==> src/rtl/ps_pkg.sv <==
// ----------------------------------------------------------------------------
// ps_pkg
// Shared types and constants for the clamped-integral PID step block.
// ----------------------------------------------------------------------------
package ps_pkg;

	localparam int DATA_W   = 32;
	localparam int GAIN_W   = 32;
	localparam int LIM_W    = 31;
	localparam int ACC_W    = 48;
	localparam int IDX_W    = 3;
	localparam int FRAC_DEF = 16;
	localparam logic [LIM_W-1:0] LIM_RST = LIM_W'(65536);

	localparam logic CMD_STEP  = 1'b0;
	localparam logic CMD_CLEAR = 1'b1;

	typedef enum logic [IDX_W-1:0] {
		REG_PROP   = 3'd0,
		REG_INTEG  = 3'd1,
		REG_DERIV  = 3'd2,
		REG_LIMIT  = 3'd3,
		REG_TARGET = 3'd4
	} reg_idx_t;

	typedef enum logic [1:0] {
		OP_MUL      = 2'd0,
		OP_DIV_LOAD = 2'd1,
		OP_DIV_KEEP = 2'd2
	} mdu_op_t;

	typedef struct packed {
		logic    start;
		mdu_op_t op;
	} mdu_ctl_t;

	typedef enum logic [3:0] {
		ST_IDLE,
		ST_P_GO,
		ST_P_WAIT,
		ST_E_GO,
		ST_E_WAIT,
		ST_B_GO,
		ST_B_WAIT,
		ST_I_GO,
		ST_I_WAIT,
		ST_DM_GO,
		ST_DM_WAIT,
		ST_DD_GO,
		ST_DD_WAIT,
		ST_SUM
	} state_t;

	typedef struct packed {
		logic                     command;
		logic signed [DATA_W-1:0] measurement;
		logic        [GAIN_W-1:0] time_step;
	} req_t;

	typedef struct packed {
		logic signed [DATA_W-1:0] drive;
		logic signed [DATA_W-1:0] prop_term;
		logic signed [DATA_W-1:0] integ_term;
		logic signed [DATA_W-1:0] deriv_term;
	} rsp_t;

endpackage

==> src/rtl/ps_mdu.sv <==
// ----------------------------------------------------------------------------
// ps_mdu
// Bit-serial multiply (shift-add) and restoring divide sharing one register.
// ----------------------------------------------------------------------------
module ps_mdu #(
	parameter int A_W = 48,
	parameter int B_W = 32
) (
	input  logic                 clk,
	input  logic                 arst_n,
	input  ps_pkg::mdu_ctl_t     ctl,
	input  logic [A_W-1:0]       a,
	input  logic [B_W-1:0]       b,
	input  logic [A_W+B_W-1:0]   din,
	output logic                 busy,
	output logic                 done,
	output logic [A_W+B_W-1:0]   res
);
	localparam int P_W   = A_W + B_W;
	localparam int CNT_W = $clog2(P_W);

	logic             busy_q;
	logic             done_q;
	logic             div_q;
	logic [CNT_W-1:0] cnt_q;
	logic [P_W-1:0]   prod_q;
	logic [B_W-1:0]   rem_q;

	logic [A_W:0]     mul_sum;
	logic [P_W-1:0]   mul_next;
	logic [B_W:0]     div_t;
	logic             div_ge;
	logic [B_W:0]     div_r;
	logic [P_W-1:0]   div_next;

	always_comb begin
		mul_sum  = {1'b0, prod_q[P_W-1:B_W]} + (prod_q[0] ? {1'b0, a} : '0);
		mul_next = {mul_sum, prod_q[B_W-1:1]};
		div_t    = {rem_q, prod_q[P_W-1]};
		div_ge   = div_t >= {1'b0, b};
		div_r    = div_ge ? (div_t - {1'b0, b}) : div_t;
		div_next = {prod_q[P_W-2:0], div_ge};
	end

	always_ff @(posedge clk or negedge arst_n) begin
		if (!arst_n) begin
			busy_q <= 1'b0;
			done_q <= 1'b0;
			div_q  <= 1'b0;
			cnt_q  <= '0;
		end else begin
			done_q <= 1'b0;
			if (ctl.start) begin
				busy_q <= 1'b1;
				div_q  <= ctl.op != ps_pkg::OP_MUL;
				cnt_q  <= (ctl.op == ps_pkg::OP_MUL) ? CNT_W'(B_W - 1) : CNT_W'(P_W - 1);
			end else if (busy_q) begin
				cnt_q <= cnt_q - CNT_W'(1);
				if (cnt_q == '0) begin
					busy_q <= 1'b0;
					done_q <= 1'b1;
				end
			end
		end
	end

	always_ff @(posedge clk) begin
		if (ctl.start) begin
			rem_q <= '0;
			case (ctl.op)
				ps_pkg::OP_MUL:      prod_q <= {{A_W{1'b0}}, b};
				ps_pkg::OP_DIV_LOAD: prod_q <= din;
				default:             prod_q <= prod_q;
			endcase
		end else if (busy_q) begin
			if (div_q) begin
				prod_q <= div_next;
				rem_q  <= div_r[B_W-1:0];
			end else begin
				prod_q <= mul_next;
			end
		end
	end

	assign busy = busy_q;
	assign done = done_q;
	assign res  = prod_q;

	a_no_restart: assert property (@(posedge clk) disable iff (!arst_n)
		ctl.start |-> !busy_q) else $error("mdu started while busy");
	a_done_after_busy: assert property (@(posedge clk) disable iff (!arst_n)
		done_q |-> $past(busy_q)) else $error("mdu done without work");
	a_done_idle: assert property (@(posedge clk) disable iff (!arst_n)
		done_q |-> !busy_q) else $error("mdu busy at done");

endmodule

==> src/rtl/pid_step_with_clamped_integral_top.sv <==
// ----------------------------------------------------------------------------
// pid_step_with_clamped_integral_top
// PID step with derivative on measurement and clamped integral accumulator.
// ----------------------------------------------------------------------------
// sequence: a compute request runs 32-step multiplies and 80-step divides, then a
//   sum; bound divide skipped at zero integ_gain, derivative multiply and divide
//   skipped at zero time_step; a clear request goes straight to the sum state
// throughput: one request at a time, next one taken the cycle after the result loads
// the result register lets a new request start while the previous result waits
// reset: gains and target zero, limit 1.0, accumulator and history zero
module pid_step_with_clamped_integral_top #(
	parameter int FRAC_BITS = ps_pkg::FRAC_DEF
) (
	input  logic                        clk,
	input  logic                        arst_n,
	input  logic                        req_valid,
	output logic                        req_stall,
	input  ps_pkg::req_t                req,
	output logic                        rsp_valid,
	input  logic                        rsp_stall,
	output ps_pkg::rsp_t                rsp,
	input  logic                        cfg_valid,
	output logic                        cfg_ready,
	input  logic [ps_pkg::IDX_W-1:0]    cfg_index,
	input  logic [ps_pkg::GAIN_W-1:0]   cfg_data
);
	localparam int W  = ps_pkg::DATA_W;
	localparam int GW = ps_pkg::GAIN_W;
	localparam int AW = ps_pkg::ACC_W;
	localparam int MA = (W + 1 > AW) ? W + 1 : AW;
	localparam int PW = MA + GW;
	localparam logic [PW-1:0] TPOS = {{(PW-W+1){1'b0}}, {(W-1){1'b1}}};
	localparam logic [PW-1:0] TNEG = TPOS + PW'(1);
	localparam logic [PW-1:0] APOS = {{(PW-AW+1){1'b0}}, {(AW-1){1'b1}}};
	localparam logic [PW-1:0] ANEG = APOS + PW'(1);

	ps_pkg::state_t state_q, state_d;

	logic [GW-1:0]                 kp_q, ki_q, kd_q;
	logic [ps_pkg::LIM_W-1:0]      lim_q;
	logic signed [W-1:0]           tgt_q;
	logic signed [AW-1:0]          accum_q;
	logic signed [W-1:0]           prev_q;
	logic signed [W:0]             err_q, diff_q;
	logic [GW-1:0]                 dt_q;
	logic signed [W-1:0]           p_q, i_q, d_q;
	ps_pkg::rsp_t                  rsp_q;
	logic                          rsp_valid_q;

	ps_pkg::mdu_ctl_t              mdu_ctl;
	logic [MA-1:0]                 mdu_a;
	logic [GW-1:0]                 mdu_b;
	logic [PW-1:0]                 mdu_din, mdu_res;
	logic                          mdu_busy, mdu_done;

	logic                          req_acc, rsp_load;
	logic                          err_neg, diff_pos, acc_neg;
	logic [W:0]                    err_mag, diff_mag;
	logic [AW-1:0]                 acc_mag;
	logic [PW-1:0]                 shifted;
	logic [PW-1:0]                 p_mag, e_mag, i_mag, d_mag, b_mag;
	logic signed [AW-1:0]          edt, bnd;
	logic signed [AW:0]            acc_sum;
	logic signed [AW-1:0]          acc_sat, acc_clamp;
	logic signed [W+1:0]           sum, lim_x;
	logic signed [W-1:0]           drive_v;

	function automatic logic [PW-1:0] sat_min(input logic [PW-1:0] v, input logic [PW-1:0] c);
		return (v > c) ? c : v;
	endfunction

	ps_mdu #(.A_W(MA), .B_W(GW)) u_mdu (
		.clk(clk), .arst_n(arst_n), .ctl(mdu_ctl), .a(mdu_a), .b(mdu_b),
		.din(mdu_din), .busy(mdu_busy), .done(mdu_done), .res(mdu_res)
	);

	assign cfg_ready = 1'b1;
	assign req_stall = state_q != ps_pkg::ST_IDLE;
	assign req_acc   = req_valid && !req_stall;
	assign rsp_load  = (state_q == ps_pkg::ST_SUM) && (!rsp_valid_q || !rsp_stall);
	assign rsp_valid = rsp_valid_q;
	assign rsp       = rsp_q;

	// datapath helpers
	always_comb begin
		err_neg  = err_q[W];
		err_mag  = err_neg ? (-err_q) : err_q;
		diff_pos = !diff_q[W] && (diff_q != '0);
		diff_mag = diff_q[W] ? (-diff_q) : diff_q;
		acc_neg  = accum_q[AW-1];
		acc_mag  = acc_neg ? (-accum_q) : accum_q;
		shifted  = mdu_res >> FRAC_BITS;

		p_mag = sat_min(shifted, err_neg ? TNEG : TPOS);
		e_mag = sat_min(shifted, err_neg ? ANEG : APOS);
		i_mag = sat_min(shifted, acc_neg ? TNEG : TPOS);
		d_mag = sat_min(mdu_res, diff_pos ? TNEG : TPOS);
		b_mag = sat_min(mdu_res, APOS);

		edt     = err_neg ? -$signed(e_mag[AW-1:0]) : $signed(e_mag[AW-1:0]);
		acc_sum = {accum_q[AW-1], accum_q} + {edt[AW-1], edt};
		if (acc_sum[AW] != acc_sum[AW-1])
			acc_sat = acc_sum[AW] ? $signed({1'b1, {(AW-1){1'b0}}})
				: $signed({1'b0, {(AW-1){1'b1}}});
		else
			acc_sat = acc_sum[AW-1:0];

		bnd = $signed(b_mag[AW-1:0]);
		if (accum_q > bnd)
			acc_clamp = bnd;
		else if (accum_q < -bnd)
			acc_clamp = -bnd;
		else
			acc_clamp = accum_q;

		sum   = {{2{p_q[W-1]}}, p_q} + {{2{i_q[W-1]}}, i_q} + {{2{d_q[W-1]}}, d_q};
		lim_x = $signed({{(W+2-ps_pkg::LIM_W){1'b0}}, lim_q});
		if (sum > lim_x)
			drive_v = lim_x[W-1:0];
		else if (sum < -lim_x)
			drive_v = W'(-lim_x);
		else
			drive_v = sum[W-1:0];
	end

	// next state
	always_comb begin
		state_d = state_q;
		unique case (state_q)
			ps_pkg::ST_IDLE: begin
				if (req_acc)
					state_d = (req.command == ps_pkg::CMD_CLEAR) ? ps_pkg::ST_SUM
						: ps_pkg::ST_P_GO;
			end
			ps_pkg::ST_P_GO:   state_d = ps_pkg::ST_P_WAIT;
			ps_pkg::ST_P_WAIT: if (mdu_done) state_d = ps_pkg::ST_E_GO;
			ps_pkg::ST_E_GO:   state_d = ps_pkg::ST_E_WAIT;
			ps_pkg::ST_E_WAIT: begin
				if (mdu_done)
					state_d = (ki_q != '0) ? ps_pkg::ST_B_GO : ps_pkg::ST_I_GO;
			end
			ps_pkg::ST_B_GO:   state_d = ps_pkg::ST_B_WAIT;
			ps_pkg::ST_B_WAIT: if (mdu_done) state_d = ps_pkg::ST_I_GO;
			ps_pkg::ST_I_GO:   state_d = ps_pkg::ST_I_WAIT;
			ps_pkg::ST_I_WAIT: begin
				if (mdu_done)
					state_d = (dt_q != '0) ? ps_pkg::ST_DM_GO : ps_pkg::ST_SUM;
			end
			ps_pkg::ST_DM_GO:   state_d = ps_pkg::ST_DM_WAIT;
			ps_pkg::ST_DM_WAIT: if (mdu_done) state_d = ps_pkg::ST_DD_GO;
			ps_pkg::ST_DD_GO:   state_d = ps_pkg::ST_DD_WAIT;
			ps_pkg::ST_DD_WAIT: if (mdu_done) state_d = ps_pkg::ST_SUM;
			ps_pkg::ST_SUM:     if (rsp_load) state_d = ps_pkg::ST_IDLE;
			default:            state_d = ps_pkg::ST_IDLE;
		endcase
	end

	// unit control
	always_comb begin
		mdu_ctl.start = 1'b0;
		mdu_ctl.op    = ps_pkg::OP_MUL;
		mdu_a         = '0;
		mdu_b         = '0;
		mdu_din       = PW'(lim_q) << FRAC_BITS;
		unique case (state_q)
			ps_pkg::ST_P_GO: begin
				mdu_ctl.start = 1'b1;
				mdu_a = MA'(err_mag);
				mdu_b = kp_q;
			end
			ps_pkg::ST_E_GO: begin
				mdu_ctl.start = 1'b1;
				mdu_a = MA'(err_mag);
				mdu_b = dt_q;
			end
			ps_pkg::ST_B_GO, ps_pkg::ST_B_WAIT: begin
				mdu_ctl.start = state_q == ps_pkg::ST_B_GO;
				mdu_ctl.op    = ps_pkg::OP_DIV_LOAD;
				mdu_b = ki_q;
			end
			ps_pkg::ST_I_GO: begin
				mdu_ctl.start = 1'b1;
				mdu_a = MA'(acc_mag);
				mdu_b = ki_q;
			end
			ps_pkg::ST_DM_GO, ps_pkg::ST_DM_WAIT: begin
				mdu_ctl.start = state_q == ps_pkg::ST_DM_GO;
				mdu_a = MA'(diff_mag);
				mdu_b = kd_q;
			end
			ps_pkg::ST_DD_GO, ps_pkg::ST_DD_WAIT: begin
				mdu_ctl.start = state_q == ps_pkg::ST_DD_GO;
				mdu_ctl.op    = ps_pkg::OP_DIV_KEEP;
				mdu_b = dt_q;
			end
			ps_pkg::ST_P_WAIT: begin
				mdu_a = MA'(err_mag);
				mdu_b = kp_q;
			end
			ps_pkg::ST_E_WAIT: begin
				mdu_a = MA'(err_mag);
				mdu_b = dt_q;
			end
			ps_pkg::ST_I_WAIT: begin
				mdu_a = MA'(acc_mag);
				mdu_b = ki_q;
			end
			default: begin
				mdu_ctl.start = 1'b0;
			end
		endcase
	end

	always_ff @(posedge clk or negedge arst_n) begin
		if (!arst_n) begin
			state_q     <= ps_pkg::ST_IDLE;
			rsp_valid_q <= 1'b0;
			kp_q        <= '0;
			ki_q        <= '0;
			kd_q        <= '0;
			lim_q       <= ps_pkg::LIM_RST;
			tgt_q       <= '0;
			accum_q     <= '0;
			prev_q      <= '0;
		end else begin
			state_q <= state_d;
			if (rsp_load)
				rsp_valid_q <= 1'b1;
			else if (!rsp_stall)
				rsp_valid_q <= 1'b0;

			if (cfg_valid && cfg_ready) begin
				unique case (ps_pkg::reg_idx_t'(cfg_index))
					ps_pkg::REG_PROP:   kp_q <= cfg_data;
					ps_pkg::REG_INTEG:  ki_q <= cfg_data;
					ps_pkg::REG_DERIV:  kd_q <= cfg_data;
					ps_pkg::REG_LIMIT: begin
						if (cfg_data[ps_pkg::LIM_W-1:0] != '0)
							lim_q <= cfg_data[ps_pkg::LIM_W-1:0];
					end
					ps_pkg::REG_TARGET: tgt_q <= $signed(cfg_data[W-1:0]);
					default: ;
				endcase
			end

			if (req_acc) begin
				if (req.command == ps_pkg::CMD_CLEAR) begin
					accum_q <= '0;
					prev_q  <= '0;
				end else begin
					prev_q <= req.measurement;
				end
			end
			if (state_q == ps_pkg::ST_E_WAIT && mdu_done)
				accum_q <= acc_sat;
			if (state_q == ps_pkg::ST_B_WAIT && mdu_done)
				accum_q <= acc_clamp;
		end
	end

	always_ff @(posedge clk) begin
		if (req_acc) begin
			err_q  <= {tgt_q[W-1], tgt_q} - {req.measurement[W-1], req.measurement};
			diff_q <= {req.measurement[W-1], req.measurement} - {prev_q[W-1], prev_q};
			dt_q   <= req.time_step;
			p_q    <= '0;
			i_q    <= '0;
			d_q    <= '0;
		end
		if (state_q == ps_pkg::ST_P_WAIT && mdu_done)
			p_q <= err_neg ? -$signed(p_mag[W-1:0]) : $signed(p_mag[W-1:0]);
		if (state_q == ps_pkg::ST_I_WAIT && mdu_done)
			i_q <= acc_neg ? -$signed(i_mag[W-1:0]) : $signed(i_mag[W-1:0]);
		if (state_q == ps_pkg::ST_DD_WAIT && mdu_done)
			d_q <= diff_pos ? -$signed(d_mag[W-1:0]) : $signed(d_mag[W-1:0]);
		if (rsp_load) begin
			rsp_q.drive      <= drive_v;
			rsp_q.prop_term  <= p_q;
			rsp_q.integ_term <= i_q;
			rsp_q.deriv_term <= d_q;
		end
	end

	a_accept_idle: assert property (@(posedge clk) disable iff (!arst_n)
		req_acc |-> (state_q == ps_pkg::ST_IDLE && !mdu_busy))
		else $error("request taken while busy");
	a_rsp_from_sum: assert property (@(posedge clk) disable iff (!arst_n)
		$rose(rsp_valid_q) |-> $past(state_q == ps_pkg::ST_SUM))
		else $error("result without sum state");
	a_clear_zero: assert property (@(posedge clk) disable iff (!arst_n)
		(req_acc && req.command == ps_pkg::CMD_CLEAR) |=> (accum_q == '0 && p_q == '0))
		else $error("clear left state");

endmodule
==> config.mk <==
export PLATFORM = sky130hd
export DESIGN_NAME = pid_step_with_clamped_integral_top
export DESIGN_NICKNAME = d
export VERILOG_FILES = /design/src/rtl/ps_pkg.sv /design/src/rtl/ps_mdu.sv /design/src/rtl/pid_step_with_clamped_integral_top.sv
export SDC_FILE = /design/constraint.sdc
export NUM_CORES = 2
export LEC_CHECK = 0
export BUFFER_PORTS_ARGS = -buffer_cell sky130_fd_sc_hd__buf_2
export CAP_MARGIN = 15
export CORE_ASPECT_RATIO = 0.7
export CORE_MARGIN = 2
export CORE_UTILIZATION = 50
export DETAILED_ROUTE_END_ITERATION = 8
export PLACE_DENSITY = 0.69
export SETUP_SLACK_MARGIN = 0.2
export SLEW_MARGIN = 20
export SYNTH_ARGS = -nofsm -noshare
export SYNTH_HDL_FRONTEND = slang
export SYNTH_SLANG_ARGS = --single-unit
==> constraint.sdc <==
create_clock -name clk -period 8.8 [get_ports clk]
set_input_delay 0.88 -clock clk [delete_from_list [all_inputs] [get_ports clk]]
set_output_delay 0.88 -clock clk [all_outputs]
set_load 0.02 [all_outputs]
# --- After elaboration in Yosys (flattened, before gate mapping) ---
# Cells that the tools add are included.
totals:
  regBits: 688
  latch_bits: 0
  ram_bits: 0
  rom_bits: 0
  out_inout_bits: 131
  n_memories: 0
op_classes:
  add_sub_neg: 17
  mul: 0
  n_div: 0
  magnitude_cmp: 10
  n_eq_ne: 30
  shifts: 0
  n_mux: 64
  n_bitwise: 0
  n_reduce_logical: 47
ops:
  columns: ["operator", "count"]
  rows:
  - ["48-bit 2-to-1 mux", 14]
  - ["32-bit 2-to-1 mux", 16]
  - ["80-bit 2-to-1 mux", 3]
  - ["80-bit one-hot mux with 2 select lines", 1]
  - ["48-bit negation", 3]
  - ["48-bit one-hot mux with 3 select lines", 1]
  - ["64-bit by 32-bit greater-than comparator with 1-bit output", 2]
  - ["32-bit one-hot mux with 4 select lines", 1]
  - ["48-bit by 48-bit adder with 49-bit output", 2]
  - ["32-bit negation", 3]
  - ["80-bit by 32-bit greater-than comparator with 1-bit output", 1]
  - ["80-bit by 47-bit greater-than comparator with 1-bit output, second input constant", 1]
  - ["33-bit 2-to-1 mux", 2]
  - ["33-bit negation", 2]
  - ["32-bit by 32-bit subtractor with 33-bit output", 2]
  - ["64-bit by 48-bit greater-than comparator with 1-bit output", 1]
  - ["32-bit nonzero test", 2]
  - ["4-bit one-hot mux with 14 select lines", 1]
  - ["48-bit greater-than comparator", 1]
  - ["48-bit < comparator", 1]
  - ["4-bit 2-to-1 mux", 9]
  - ["33-bit by 32-bit adder with 34-bit output", 1]
  - ["34-bit by 32-bit greater-than comparator with 1-bit output", 1]
  - ["34-bit < comparator", 1]
  - ["43 further kinds", 96]

# --- Logic depth before layout (Yosys ltp) ---
logic_depth:
  word_depth: 10
  ltp_mapped: 41

# --- By module ---
# A second synthesis with hierarchy kept.
unflattened:
  cells_unflattened: 6376
  hier_area_um2: 56496.7
modules_own_cells:
  columns: ["mod", "instances", "cells_each", "area_per_inst_um2"]
  rows:
  - ["pid_step_with_clamped_integral_top", 1, 5011, 45462.4]
  - ["ps_mdu", 1, 1365, 11034.3]

# --- Worst setup path after synthesis ---
# OpenSTA, ideal clock, no wires.
synth_path:
  path_type: "flip-flop to flip-flop"
  from: "register err_q[32]"
  to: "register accum_q[26]"
  setup_ns: 0.082
  arrival_ns: 8.530
  required_ns: 8.718
  slack_ns: 0.188
  path_stages_with_launch: 38
  n_path_buf: 5
  period_less_slack_ns: 8.612
  path_cell_list: "edfxtp_1 > clkbuf_1 > inv_2 > clkbuf_1 > ha_1 > nand4_1 > or3_1 > o21ai_0 > nor3_1 > a311oi_1 > and2_1 > clkbuf_1 > clkbuf_1 > o21ai_0 > inv_1 > ha_1 > and4b_1 > nand3b_1 > (+2 left out) > nor2_1 > nand2_1 > o2bb2ai_1 > a21oi_1 > a211oi_1 > o22a_1 > ha_1 > and4_1 > a221oi_1 > o21ai_0 > a21oi_1 > o21ai_1 > a41o_1 > o21a_1 > a211oi_1 > clkbuf_1 > o21ai_0 > a31oi_1"
synth_between:
  elab_chain_len: 10
  word_cells_on_any_way: 11
  cone_classes: "add/sub (2); order compare (1); eq/ne (1); mux (7)"
synth_rtl:
  columns: ["element", "line_no", "text"]
  rows:
  - ["start: declaration", "pid_step_with_clamped_integral_top.sv:44", "logic signed [W:0] err_q, diff_q;"]
  - ["start signal: assignment", "pid_step_with_clamped_integral_top.sv:263", "err_q <= {tgt_q[W-1], tgt_q} - {req.measurement[W-1], req.measurement};"]
  - ["48-bit 2-to-1 mux", "pid_step_with_clamped_integral_top.sv:95", "e_mag = sat_min(shifted, err_neg ? ANEG : APOS);"]
  - ["64-bit by 48-bit greater-than comparator with 1-bit output", "pid_step_with_clamped_integral_top.sv:69", "return (v > c) ? c : v;"]
  - ["48-bit 2-to-1 mux", "pid_step_with_clamped_integral_top.sv:69", null]
  - ["48-bit negation", "pid_step_with_clamped_integral_top.sv:100", "edt = err_neg ? -$signed(e_mag[AW-1:0]) : $signed(e_mag[AW-1:0]);"]
  - ["48-bit 2-to-1 mux *", "pid_step_with_clamped_integral_top.sv:100", null]
  - ["48-bit by 48-bit adder with 49-bit output *", "pid_step_with_clamped_integral_top.sv:101", "acc_sum = {accum_q[AW-1], accum_q} + {edt[AW-1], edt};"]
  - ["48-bit 2-to-1 mux / 1-bit != test (equally long branches)", "pid_step_with_clamped_integral_top.sv:103, pid_step_with_clamped_integral_top.sv:102", null]
  - ["48-bit 2-to-1 mux *", "pid_step_with_clamped_integral_top.sv:102", "if (acc_sum[AW] != acc_sum[AW-1])"]
  - ["48-bit 2-to-1 mux *", "pid_step_with_clamped_integral_top.sv:254", "if (state_q == ps_pkg::ST_E_WAIT && mdu_done)"]
  - ["48-bit 2-to-1 mux *", "pid_step_with_clamped_integral_top.sv:256", "if (state_q == ps_pkg::ST_B_WAIT && mdu_done)"]
  - ["end signal: assignment", "pid_step_with_clamped_integral_top.sv:255", "accum_q <= acc_sat;"]
  - ["end signal: assignment", "pid_step_with_clamped_integral_top.sv:257", "accum_q <= acc_clamp;"]
  - ["end: declaration", "pid_step_with_clamped_integral_top.sv:42", "logic signed [AW-1:0] accum_q;"]
# Mark *: on every way between the ends. The rest lies on a longest branch, timed or not.
# A chain may end at the register's enable or synchronous reset.

# --- Final worst setup path ---
layout_path:
  from: "register u_mdu.prod_q[77], in the netlist u_mdu.res[77]"
  to: "register accum_q[41]"
layout_between:
  elab_chain_len: 9
  word_cells_on_any_way: 19
  cone_classes: "add/sub (3); order compare (4); eq/ne (2); mux (9); reduce/logical (1)"
layout_rtl:
  columns: ["element", "line_no", "text"]
  rows:
  - ["start: declaration", "ps_mdu.sv:26", "logic [P_W-1:0] prod_q;"]
  - ["start signal: assignment", "ps_mdu.sv:71", "ps_pkg::OP_MUL: prod_q <= {{A_W{1'b0}}, b};"]
  - ["start signal: assignment", "ps_mdu.sv:72", "ps_pkg::OP_DIV_LOAD: prod_q <= din;"]
  - ["start signal: assignment", "ps_mdu.sv:73", "default: prod_q <= prod_q;"]
  - ["64-bit by 48-bit greater-than comparator with 1-bit output", "pid_step_with_clamped_integral_top.sv:69", null]
  - ["48-bit 2-to-1 mux", "pid_step_with_clamped_integral_top.sv:69", null]
  - ["48-bit negation", "pid_step_with_clamped_integral_top.sv:100", null]
  - ["48-bit 2-to-1 mux", "pid_step_with_clamped_integral_top.sv:100", null]
  - ["48-bit by 48-bit adder with 49-bit output", "pid_step_with_clamped_integral_top.sv:101", null]
  - ["48-bit 2-to-1 mux / 1-bit != test (equally long branches)", "pid_step_with_clamped_integral_top.sv:103, pid_step_with_clamped_integral_top.sv:102", null]
  - ["48-bit 2-to-1 mux", "pid_step_with_clamped_integral_top.sv:102", null]
  - ["48-bit 2-to-1 mux", "pid_step_with_clamped_integral_top.sv:254", null]
  - ["48-bit 2-to-1 mux", "pid_step_with_clamped_integral_top.sv:256", null]
# Several ways; a longest one is shown, not always the timed one. The select of a mux whose other input is x is not followed.

==> results_dict.tcl <==
set metrics [dict create \
    holdBufCountCts 0 \
    total_power_w 0.0210 \
    hold_ws_ps 251 \
    period_minus_slack_ps 8070 \
    wirelength_mm 208 \
    hpwl_mm 160 \
    place_congestion 1.01 \
    wl_per_cell_um 26.8 \
    cts-buffers-inserted 74 \
    ioPinCount 236 \
    synth_edf_count 402 \
    synth_cell_type_count 96 \
    synth_flop_cell "edfxtp_1" \
    tns_ps 0 \
    cts-root-buf "clkbuf_16" \
    cp-start-kind "flop" \
    max_freq_mhz 124 \
    row_count 101 \
    finalSetupViolCount 0 \
    slowest_stage "or2_2" \
    fin_worst_skew_ps 71.3 \
    ir_drop_v 0.000229 \
    cp_slowest_stage_delay_ps 490 \
    leakagePower_nw 24.7 \
    cts_tree "done" \
    finalMaxSlewViolations 0 \
    seq_area_frac_synth_pct 34.6 \
    reg2reg_depth 32 \
    dp.cells 7623 \
    synth_warnings 0 \
    syn_inst 6144 \
    startpoint "u_mdu.res[77]" \
    avgSynthCellArea_um2 8.97 \
    layout-drive-gt1-share_pct 11.8 \
    finalNetCount 6915 \
    async_reset_ff_share_pct 36.9 \
    crit_arrival_ps 8630 \
    timing.rr.start "u_mdu.res[77]" \
    cp.required_ps 9360 \
    clockBufferDepth 3 \
    period_share_pct 91.7 \
    stdcell_count 7766 \
    grt_pass1_vias 46700 \
    htreeDepth 3 \
    dr.pass1.iters 9 \
    drc 2 \
    ys_ff_latch 688 \
    clkTransAtPathRegs_ps 60 \
    min_path_type "input pin to asynchronous set/reset pin" \
    drtIter0Drc 7260 \
    dieWidth_um 401 \
    relSlewSlack_pct 15.4 \
    crit_fanout 12 \
    syn_area_mm2 0.0551 \
    fill_cells 9815 \
    grt_max_degree 139 \
    p_per_area_mw_per_mm2 345 \
    violations "design-rule violations" \
    die_h_um 282 \
    register_area_mm2 0.0191 \
    design.die.area_mm2 0.113 \
    area.growth.synth_to_final_pct 10.5 \
    design.core.area_mm2 0.109 \
    avgViaCountPerCell 6.61 \
    crit_type "flop to flop" \
    antenna_found_initial 9 \
    drv_cap 0 \
    clk_latency_ps 730 \
    portBuffers 234 \
    grt_pass1_wl_mm 306 \
    worst_slew_pin_slew_ps 1260 \
    initial_core_util_pct 50.6 \
    worstSetupEndpointType "flop" \
    dr_total_vias 51300 \
    multi_input_area_mm2 0.0342 \
    grt.overflow.total 0 \
    grt_util_all_layers_pct 35.8 \
    final_antenna_net_count 0 \
    hold_viol_final 0 \
    cts.sinks 688 \
    fin_util_pct 56.0 \
    rsz0062_at_grt "no" \
    status "complete, but fails checks" \
]
-- area by class of cell --
cell class	count	area share (%)
multi-input cells	4907	56.2
repair buffers	387	3.95
well taps	1442	2.96
inverters	203	1.26
clock inverters	40	0.943
flip-flops and latches	688	31.3
clock buffers	96	3.35
diodes	3	0.0123
-- worst max-delay path: cells and delay by family (launching register included) --
family,cells,cell delay [ps]
adders and majority gates,2,530
AOI/OAI and AO/OA,14,2880
xor gates and xnor gates,1,80
and+or+nand+nor,14,3930
buffers and inverters,1,90
DFF,1,430
-- report_power, final --
group / leakage (nW) / internal, W / switching, W
Sequential: 7.14 / 0.00425 / 0.00111
Clock: 1.25 / 0.00188 / 0.00150
Combinational: 16.3 / 0.00441 / 0.00785
-- placed cells by master (no fill, tap or decap), types with 181 or more instances in the layout --
cell type / synthesis / routed
nor2_1: 580 / 576
a21oi_1: 496 / 490
ha_1: 511 / 511
a21o_1: 181 / 181
buf_2: 14 / 233
nand2_1: 468 / 468
dfrtp_1: 253 / 251
inv_1: 202 / 200
edfxtp_1: 402 / 402
o21ai_0: 472 / 469
xnor2_1: 281 / 281
-- cells in the mapped netlist (24+ instances only) --
cell type / n / area [um2]
a21boi_0: 50 / 375
nor2_1: 580 / 2180
a22oi_1: 28 / 210
dfrtp_1: 253 / 6330
o221ai_1: 24 / 210
a222oi_1: 43 / 430
or4_1: 29 / 218
clkbuf_1: 309 / 1160
edfxtp_1: 402 / 12100
a21o_1: 181 / 1360
and3_1: 36 / 225
mux2_2: 164 / 1850
and2_1: 29 / 181
mux2i_1: 54 / 541
inv_1: 202 / 758
ha_1: 511 / 6390
fa_1: 38 / 761
xnor2_1: 281 / 2460
nor4_1: 72 / 450
nor2b_1: 57 / 357
o22a_1: 26 / 228
o21bai_1: 38 / 285
or3_1: 54 / 338
o21a_1: 47 / 353
nand4_1: 99 / 619
xor2_1: 100 / 876
nand2b_1: 76 / 475
nor3_1: 117 / 586
o211ai_1: 24 / 180
buf_1: 24 / 90.1
a31oi_1: 102 / 638
a211oi_1: 51 / 383
nand3_1: 157 / 786
dfxtp_1: 32 / 641
a21oi_1: 496 / 2480
o21ai_0: 472 / 2360
o31ai_1: 90 / 676
nand2_1: 468 / 1760
-- sequential cells by signal, indices dropped and copies added (netlist names), 31 cells and up --
register     cells
tgt_q           32
lim_q           31
ki_q            32
kd_q            32
d_q             32
err_q           33
u_mdu.rem_q     32
u_mdu.res       80
dt_q            32
accum_q         48
i_q             32
kp_q            32
rsp            128
diff_q          33
prev_q          32
p_q             32
-- stage by stage --
stage	instance area (um2)	setup WS [ps]
floorplan	55100	240
global placement	58200	340
detailed placement	58200	175
CTS	60800	378
global route	60900	197
finish	60900	728
-- cells by family after synthesis --
logic type,Yosys count,share of synthesized area (%)
AOI/OAI and AO/OA,1894,22.0
and+or+nand+nor,1862,16.2
DFF,688,34.6
buffers and inverters,551,3.79
adders and majority gates,549,13.0
xor gates and xnor gates,381,6.06
muxes,218,4.33
other,1,0.00681
-- path summary, 6_finish.rpt --
check / slack, ps / to
setup / recovery: 730 / accum_q[41]
hold / removal: 250 / prev_q[4]
setup reg to reg: 730 / accum_q[41]
hold reg to reg: 470 / rsp[63]
max in group asynchronous: 7030 / accum_q[47]
min in group clk: 320 / dt_q[27]
-- per-layer routing --
| layer | vias up | share of wire [%] | track usage, % |
|---|---|---|---|
| met5 | - | 0.022 | 0 |
| met4 | 6 | 3.1 | 10.7 |
| met3 | 413 | 13 | 9.52 |
| met2 | 3056 | 40 | 49.5 |
| met1 | 24700 | 44 | 54.1 |
| li1 | 23200 | - | - |
-- what timing repair did --
item	in CTS	in global routing
gates cloned	0	1
buffers inserted	3	0
hold endpoints to repair	0	0
pin swaps	0	3
gates resized for setup	0	15
setup endpoints to repair	20	47
Power figures use the tool's default switching activity.
